`src/hw/rtl/hs_pkg.sv`:
```
// Shared types and constants of the heap sorter.
package hs_pkg;

  localparam int unsigned KEY_W = 16;

  typedef struct packed {
    logic [KEY_W-1:0] key;
    logic             last_item;
  } in_t;

  typedef struct packed {
    logic [KEY_W-1:0] sorted_key;
    logic             last_result;
    logic             overflow;
  } out_t;

  // Verdict of one sift-down step: move a child up, which one, and its key
  typedef struct packed {
    logic             move;
    logic             right;
    logic [KEY_W-1:0] value;
  } cmp_res_t;

  typedef enum logic [2:0] {
    S_IDLE,
    S_SIFT_LD,
    S_SIFT_CH,
    S_SIFT_CMP,
    S_EXT_RD,
    S_EXT_SW,
    S_OUT,
    S_LAST
  } state_e;

endpackage

```
`src/hw/rtl/heap_sorter.sv`:
```
// Heap sorter: loads keys one per transaction (start_i while busy_o is low) into a store
// of MAX_ITEMS entries, and on the key flagged last_item sorts the set with an in-place
// heap sort and emits it in ascending order, one key per cycle on res_o, strobed by
// res_valid_o; the receiver cannot stall, so every strobed result must be taken. Keys
// beyond capacity are dropped and every result of that set carries overflow. A key that
// does not close the set leaves busy_o low. The closing key of a set of two or more starts
// the sort, which runs over one key memory with two read ports and one write port and one
// shared compare unit: each sift-down first reads the key to sift, then compares it once per
// heap level it descends and once more where it stops. The output of the set follows the
// sort, and busy_o stays high for that whole time.
module heap_sorter
  import hs_pkg::*;
#(
  parameter int unsigned MAX_ITEMS = 64
) (
  input  logic clk_i,
  input  logic rst_ni,
  input  logic start_i,
  input  in_t  item_i,
  output logic busy_o,
  output logic res_valid_o,
  output out_t res_o
);

  localparam int unsigned AW    = $clog2(MAX_ITEMS);
  localparam int unsigned CW    = $clog2(MAX_ITEMS + 1);
  localparam int unsigned DEPTH = 1 << AW;
  localparam int unsigned XW    = AW + 2;

  state_e          state_q, state_d;
  logic [CW-1:0]   cnt_q, cnt_d;
  logic            drop_q, drop_d;
  logic [CW-1:0]   len_q, len_d;
  logic [AW-1:0]   node_q, node_d;
  logic [AW-1:0]   k_q, k_d;
  logic            extract_q, extract_d;
  logic [KEY_W-1:0] v_q, v_d;
  logic [AW-1:0]   idx_q, idx_d;
  logic            pend_q, pend_d;
  logic            pend_last_q, pend_last_d;

  logic             we;
  logic [AW-1:0]    waddr;
  logic [KEY_W-1:0] wdata;
  logic [AW-1:0]    raddr_a;
  logic [AW-1:0]    raddr_b;
  logic [KEY_W-1:0] rdata_a;
  logic [KEY_W-1:0] rdata_b;

  logic [XW-1:0]    lc_cur;
  logic [XW-1:0]    rc_cur;
  logic [XW-1:0]    lc_nxt;
  logic [XW-1:0]    rc_nxt;
  logic [XW-1:0]    len_x;
  cmp_res_t         cmp;
  logic             full;
  logic [CW-1:0]    n_new;
  logic [CW-1:0]    half_m1;
  logic [CW-1:0]    len_m1;

  hs_ram #(
    .DEPTH (DEPTH),
    .W     (KEY_W),
    .AW    (AW)
  ) u_ram (
    .clk_i     (clk_i),
    .we_i      (we),
    .waddr_i   (waddr),
    .wdata_i   (wdata),
    .raddr_a_i (raddr_a),
    .raddr_b_i (raddr_b),
    .rdata_a_o (rdata_a),
    .rdata_b_o (rdata_b)
  );

  assign lc_cur = XW'({node_q, 1'b0}) + XW'(1);
  assign rc_cur = XW'({node_q, 1'b0}) + XW'(2);
  assign lc_nxt = XW'({node_d, 1'b0}) + XW'(1);
  assign rc_nxt = XW'({node_d, 1'b0}) + XW'(2);
  assign len_x  = XW'(len_q);

  hs_cmp u_cmp (
    .parent_i   (v_q),
    .left_i     (rdata_a),
    .right_i    (rdata_b),
    .left_ok_i  (lc_cur < len_x),
    .right_ok_i (rc_cur < len_x),
    .res_o      (cmp)
  );

  assign full    = (cnt_q == CW'(MAX_ITEMS));
  assign n_new   = full ? cnt_q : cnt_q + CW'(1);
  assign half_m1 = (n_new >> 1) - CW'(1);
  assign len_m1  = len_q - CW'(1);

  always_ff @(posedge clk_i or negedge rst_ni) begin
    if (!rst_ni) begin
      state_q     <= S_IDLE;
      cnt_q       <= '0;
      drop_q      <= 1'b0;
      pend_q      <= 1'b0;
      pend_last_q <= 1'b0;
    end else begin
      state_q     <= state_d;
      cnt_q       <= cnt_d;
      drop_q      <= drop_d;
      pend_q      <= pend_d;
      pend_last_q <= pend_last_d;
    end
  end

  always_ff @(posedge clk_i) begin
    len_q     <= len_d;
    node_q    <= node_d;
    k_q       <= k_d;
    extract_q <= extract_d;
    v_q       <= v_d;
    idx_q     <= idx_d;
  end

  always_comb begin
    state_d     = state_q;
    cnt_d       = cnt_q;
    drop_d      = drop_q;
    len_d       = len_q;
    node_d      = node_q;
    k_d         = k_q;
    extract_d   = extract_q;
    v_d         = v_q;
    idx_d       = idx_q;
    pend_d      = 1'b0;
    pend_last_d = 1'b0;
    we          = 1'b0;
    waddr       = node_q;
    wdata       = v_q;
    raddr_a     = lc_nxt[AW-1:0];
    raddr_b     = rc_nxt[AW-1:0];

    unique case (state_q)
      S_IDLE: begin
        if (start_i) begin
          if (full) begin
            drop_d = 1'b1;
          end else begin
            we    = 1'b1;
            waddr = cnt_q[AW-1:0];
            wdata = item_i.key;
            cnt_d = cnt_q + CW'(1);
          end
          if (item_i.last_item) begin
            idx_d = '0;
            if (n_new > CW'(1)) begin
              len_d     = n_new;
              k_d       = half_m1[AW-1:0];
              node_d    = half_m1[AW-1:0];
              extract_d = 1'b0;
              state_d   = S_SIFT_LD;
            end else begin
              state_d = S_OUT;
            end
          end
        end
      end

      S_SIFT_LD: begin
        raddr_a = node_q;
        state_d = S_SIFT_CH;
      end

      S_SIFT_CH: begin
        // capture the key being sifted; children reads go out now
        v_d     = rdata_a;
        state_d = S_SIFT_CMP;
      end

      S_SIFT_CMP: begin
        we = 1'b1;
        if (cmp.move) begin
          // promote the larger child and descend
          wdata  = cmp.value;
          node_d = cmp.right ? rc_cur[AW-1:0] : lc_cur[AW-1:0];
        end else begin
          wdata = v_q;
          if (!extract_q) begin
            if (k_q == '0) begin
              extract_d = 1'b1;
              state_d   = S_EXT_RD;
            end else begin
              k_d     = k_q - AW'(1);
              node_d  = k_q - AW'(1);
              state_d = S_SIFT_LD;
            end
          end else if (len_q == CW'(1)) begin
            idx_d   = '0;
            state_d = S_OUT;
          end else begin
            state_d = S_EXT_RD;
          end
        end
      end

      S_EXT_RD: begin
        raddr_a = '0;
        raddr_b = len_m1[AW-1:0];
        state_d = S_EXT_SW;
      end

      S_EXT_SW: begin
        // move the root to the end of the heap, sift the old end from the root
        we      = 1'b1;
        waddr   = len_m1[AW-1:0];
        wdata   = rdata_a;
        v_d     = rdata_b;
        len_d   = len_m1;
        node_d  = '0;
        state_d = S_SIFT_CMP;
      end

      S_OUT: begin
        raddr_a = idx_q;
        pend_d  = 1'b1;
        idx_d   = idx_q + AW'(1);
        if (CW'(idx_q) + CW'(1) == cnt_q) begin
          pend_last_d = 1'b1;
          state_d     = S_LAST;
        end
      end

      S_LAST: begin
        cnt_d   = '0;
        drop_d  = 1'b0;
        state_d = S_IDLE;
      end

      default: begin
        state_d = S_IDLE;
      end
    endcase
  end

  assign busy_o            = (state_q != S_IDLE);
  assign res_valid_o       = pend_q;
  assign res_o.sorted_key  = rdata_a;
  assign res_o.last_result = pend_last_q;
  assign res_o.overflow    = drop_q;

endmodule

```
`src/hw/rtl/hs_ram.sv`:
```
// Key store: one write port, two registered read ports.
module hs_ram #(
  parameter int unsigned DEPTH = 64,
  parameter int unsigned W     = 16,
  parameter int unsigned AW    = 6
) (
  input  logic          clk_i,
  input  logic          we_i,
  input  logic [AW-1:0] waddr_i,
  input  logic [W-1:0]  wdata_i,
  input  logic [AW-1:0] raddr_a_i,
  input  logic [AW-1:0] raddr_b_i,
  output logic [W-1:0]  rdata_a_o,
  output logic [W-1:0]  rdata_b_o
);

  logic [W-1:0] mem [DEPTH];

  always_ff @(posedge clk_i) begin
    if (we_i) begin
      mem[waddr_i] <= wdata_i;
    end
  end

  always_ff @(posedge clk_i) begin
    rdata_a_o <= mem[raddr_a_i];
    rdata_b_o <= mem[raddr_b_i];
  end

endmodule

```
`src/hw/rtl/hs_cmp.sv`:
```
// Sift-down compare unit: picks the largest of a parent key and its two children.
module hs_cmp
  import hs_pkg::*;
(
  input  logic [KEY_W-1:0] parent_i,
  input  logic [KEY_W-1:0] left_i,
  input  logic [KEY_W-1:0] right_i,
  input  logic             left_ok_i,
  input  logic             right_ok_i,
  output cmp_res_t         res_o
);

  logic             take_l;
  logic             take_r;
  logic [KEY_W-1:0] big;

  always_comb begin
    take_l = left_ok_i && (left_i > parent_i);
    big    = take_l ? left_i : parent_i;
    // right child wins only if strictly larger than the current largest
    take_r = right_ok_i && (right_i > big);
    res_o.move  = take_l | take_r;
    res_o.right = take_r;
    res_o.value = take_r ? right_i : big;
  end

endmodule

```
`config.mk`:
```
export PLATFORM = sky130hd
export DESIGN_NAME = heap_sorter
export DESIGN_NICKNAME = d
export VERILOG_FILES = /design/src/hw/rtl/hs_pkg.sv /design/src/hw/rtl/heap_sorter.sv /design/src/hw/rtl/hs_ram.sv /design/src/hw/rtl/hs_cmp.sv
export SDC_FILE = /design/constraint.sdc
export NUM_CORES = 2
export LEC_CHECK = 0
export BUFFER_PORTS_ARGS = -buffer_cell sky130_fd_sc_hd__buf_4
export CAP_MARGIN = 25
export CELL_PAD_IN_SITES_DETAIL_PLACEMENT = 0
export CELL_PAD_IN_SITES_GLOBAL_PLACEMENT = 1
export CORE_AREA = 2 2 475 477
export CTS_BUF_LIST = sky130_fd_sc_hd__clkbuf_4
export DETAILED_ROUTE_END_ITERATION = 8
export DIE_AREA = 0 0 477 479
export GPL_ROUTABILITY_DRIVEN = 1
export PLACE_DENSITY_LB_ADDON = 0.1
export SYNTH_ARGS = -nofsm -noshare
export SYNTH_HDL_FRONTEND = slang
export SYNTH_SLANG_ARGS = --single-unit
```
`constraint.sdc`:
```
create_clock -name clk_i -period 10.35 [get_ports clk_i]
set_input_delay 0.5175 -clock clk_i [delete_from_list [all_inputs] [get_ports clk_i]]
set_output_delay 0.5175 -clock clk_i [all_outputs]
set_load 0.02 [all_outputs]
```
==> results.txt <==
The flow ran to the end, and the final reports show no timing, DRC or antenna violations. Relative to the synthesized area, the layout overhead comes to 16.1%. The area of the multi-input gates came out at 21400 sq um.

In the routed design, unresolved DRC markers number 0. The number of buffers created by CTS is 351. The total of warnings raised by yosys is 0. The path type of the worst setup path is reg2reg.

Across all layers, the routed design uses 45700 vias. The class of the tightest hold or removal check is in2async. The count of buffers inserted at the top-level ports is 39.

The max-slew violation count is 0. The width of the die came out at 477 um. The share of Yosys cell area claimed by the top area cell type is 0.574. Fill cells in the final layout number 23400. The number of max-cap violations came out at 0. The number of rows created at floorplan is 174. The largest total area in the synthesized netlist belongs to sky130_fd_sc_hd__edfxtp_1.

Using the TritonRoute via totals, the vias-per-cell ratio works out to 5.30. The count of instances resized after the clock tree is built came out at 0. The count of cells along the worst register-to-register path is 27. The mean cell area of the mapped netlist came out at 10.7 sq um. Setup repair after global routing left no endpoint under its margin. The synthesized netlist contains 79 unique library cells. The synthesized design contains 1061 enable-type register cells.

The via count of the first global-routing pass was 44500. Static timing analysis puts the maximum clock frequency at 112 MHz. The largest fanout of any net on the critical path came out at 120. The post-layout net count came out at 5447.

Summing all flip-flop and latch instances after layout gives 32900 sq um. The deepest clock path buffer count is 4. At the placement stage, the worst setup path has a slack of 1430 ps. The clock network latency to the later pin of the worst-skew pair came out at 1410 ps. The standard cell area after detailed placement came out at 60100 sq um. The kind of capture point of the worst setup path is a flip-flop. The I/O pin total came out at 40. The total overflow left after global routing is 0. The post-detailed-route count of antenna-violating nets came out at 0. The detailed router's first-iteration violation count is 5411.

The global placement routability congestion came out at 0.825. The worst hold slack after final layout is 203 ps. The count of buffers added by post-CTS timing repair for setup is 0. Buffers inserted to repair hold after CTS numbered 6. The clock skew is 141 ps.

The overall fraction of global-route tracks in use is 0.228. The relative slew slack is 0.208. The nature of the critical path startpoint is a flip-flop. The final setup slack of the worst path came out at 1410 ps. The largest net degree at the start of global routing came out at 121. The vertical extent of the die came out at 479 um. The final design area excluding fillers is 64400 sq um. Ranked by total cell area, the synthesized netlist is headed by sky130_fd_sc_hd__edfxtp_1 57%, sky130_fd_sc_hd__nand2_1 10%, sky130_fd_sc_hd__nand3_1 4.9%. The share of final-layout standard cells stronger than drive strength 1 came out at 0.168. The worst endpoint required time is 11640 ps.

Counting every sink on the clock net gives 1111. Setup total negative slack on the finished layout was measured at 0 ps. For this run, the register share of the synthesized area comes to 0.594. The first-pass GRT wire length is 368000 um. The wire length reported by the detailed router came out at 267000 um. The number of antenna violations at the first check in global routing came out at 18. The H-tree was split into 5 levels.

The synthesized netlist cell count came out at 5197. The root buffer cell chosen for the clock tree is sky130_fd_sc_hd__clkbuf_4. The post-DP HPWL came out at 164000 um. The number of nets handed over by synthesis was 5270. The number of hold-slack violations in the final timing report came out at 0. The average wire per cell in the routed design came out at 31.0 um. The final period utilization is 0.863.

For this configuration, the core starts out at a cell density of 0.248. The TritonCTS clock tree is built. In this run the standard cell core region covers 224000 sq um.

Setup violations remaining at the end of the flow were counted as 0. The cell area that synthesis handed to floorplanning was 55500 sq um. The number of storage elements in the synthesis netlist came out at 1111. The leading register cell type out of synthesis is sky130_fd_sc_hd__edfxtp_1.

The area of the die came out at 228000 sq um. The final critical path time including I/O delays and setup came out at 8940 ps. For the worst setup path, the data arrival time is 10230 ps.

For the pin with the worst max-slew slack, the measured transition is 1190 ps. In the synthesized netlist the async set-or-reset flop fraction comes to 0.0117. The clock slew seen by the registers of the worst setup and hold paths is 80 ps. Before antenna repair, the detailed router went through 9 iterations.
==> critical path, stage by stage (launching register included) <==
cell,delay (ps)
sky130_fd_sc_hd__edfxtp_1,360
sky130_fd_sc_hd__inv_1,50
sky130_fd_sc_hd__ha_1,320
sky130_fd_sc_hd__nand4_1,180
sky130_fd_sc_hd__nor4_1,390
sky130_fd_sc_hd__a21boi_1,250
sky130_fd_sc_hd__nand4bb_1,270
sky130_fd_sc_hd__nand2_2,420
sky130_fd_sc_hd__mux2i_1,270
sky130_fd_sc_hd__ha_1,360
sky130_fd_sc_hd__nand4_1,160
sky130_fd_sc_hd__a2111o_1,440
sky130_fd_sc_hd__and3_1,270
sky130_fd_sc_hd__nor2_2,370
sky130_fd_sc_hd__o21ai_0,170
sky130_fd_sc_hd__a31oi_1,450
sky130_fd_sc_hd__inv_1,170
sky130_fd_sc_hd__ha_1,300
sky130_fd_sc_hd__nor2_1,260
sky130_fd_sc_hd__a21o_4,750
sky130_fd_sc_hd__buf_12,520
sky130_fd_sc_hd__nand2_1,130
sky130_fd_sc_hd__nand3_1,110
sky130_fd_sc_hd__nand3_1,80
sky130_fd_sc_hd__o211ai_1,250
sky130_fd_sc_hd__o21ai_0,310
sky130_fd_sc_hd__o22ai_1,850
sky130_fd_sc_hd__a221o_1,240
==> Yosys cell counts (72+ instances only) <==
| master | n |
|---|---|
| sky130_fd_sc_hd__nand2_1 | 1528 |
| sky130_fd_sc_hd__edfxtp_1 | 1061 |
| sky130_fd_sc_hd__nand3_1 | 548 |
| sky130_fd_sc_hd__clkbuf_1 | 261 |
| sky130_fd_sc_hd__a21oi_1 | 234 |
| sky130_fd_sc_hd__nor2_1 | 161 |
| sky130_fd_sc_hd__and3_1 | 110 |
| sky130_fd_sc_hd__o21ai_0 | 102 |
| sky130_fd_sc_hd__mux2i_1 | 99 |
| sky130_fd_sc_hd__buf_2 | 73 |
| sky130_fd_sc_hd__mux4_2 | 73 |
| sky130_fd_sc_hd__a222oi_1 | 72 |
| sky130_fd_sc_hd__a31oi_1 | 72 |
==> registers in the layout (all words and copies together), names as in the netlist, 3 cells and up <==
name	cells
v_q	16
node_q	6
u_ram.mem	1024
len_q	7
idx_q	6
u_ram.rdata_a_o	16
u_ram.rdata_b_o	16
state_q	3
k_q	6
cnt_q	7
==> kinds of logic after synthesis <==
group                    count (synthesis)  share of synthesized area
buffers and inverters                  443                     0.0334
multiplexers                           177                     0.0485
AND/OR/NAND/NOR                       2463                      0.189
adder cells (fa/ha/maj)                 53                     0.0120
flip-flops                            1111                      0.594
XOR/XNOR                                38                    0.00600
AO/OA/AOI/OAI                          912                      0.117
==> placed cells by master (no fill, tap or decap), drive strengths merged, types with 53 or more instances in the layout <==
| cell type | synthesis | final |
|---|---|---|
| nand2 | 1529 | 1529 |
| edfxtp | 1061 | 1061 |
| nand3 | 549 | 549 |
| clkbuf | 261 | 503 |
| a21oi | 234 | 234 |
| buf | 136 | 214 |
| nor2 | 162 | 162 |
| o21ai | 111 | 111 |
| and3 | 110 | 110 |
| mux2i | 99 | 99 |
| clkinv | 0 | 74 |
| mux4 | 73 | 73 |
| a222oi | 72 | 72 |
| a31oi | 72 | 72 |
| a311oi | 61 | 61 |
| ha | 53 | 53 |
==> layout make-up <==
cell class                      count  area share
Inverter                           46     0.00268
Antenna cell                       21    0.000816
Tap cell                         2992      0.0581
Multi-Input combinational cell   3643       0.332
Clock buffer                      503      0.0587
Clock inverter                     78     0.00503
Timing Repair Buffer              221      0.0308
Sequential cell                  1111       0.511
==> metrics by stage <==
step | std cells | utilization
after global routing | 8607 | 0.288
after global placement | 7991 | 0.268
final | 8615 | 0.288
after detailed placement | 8004 | 0.269
after CTS | 8591 | 0.288
after floorplan | 5197 | -
==> metal layers <==
layer / vias to the layer above / wire length, um / GRT usage
met1: 23500 / 124000 / 0.325
met5: - / 27 / 0
met2: 1844 / 119000 / 0.354
li1: 19900 / - / -
met4: 4 / 6970 / 0.0624
met3: 392 / 17500 / 0.0384
==> path summary, 6_finish.rpt <==
check | start | to | slack, ps
setup / recovery | v_q[11] | u_ram.rdata_b_o[5] | 1410
min in group clk_i | item_i[12] | u_ram.mem[54][11] | 260
setup reg to reg | v_q[11] | u_ram.rdata_b_o[5] | 1410
hold reg to reg | drop_q | drop_q | 550
hold / removal | rst_ni | cnt_q[0] | 200
max in group asynchronous | rst_ni | state_q[1] | 9690
Power is left out: the tool's default activity adds up to more than one toggle a clock period on the data nets, which glitch-free logic cannot reach.
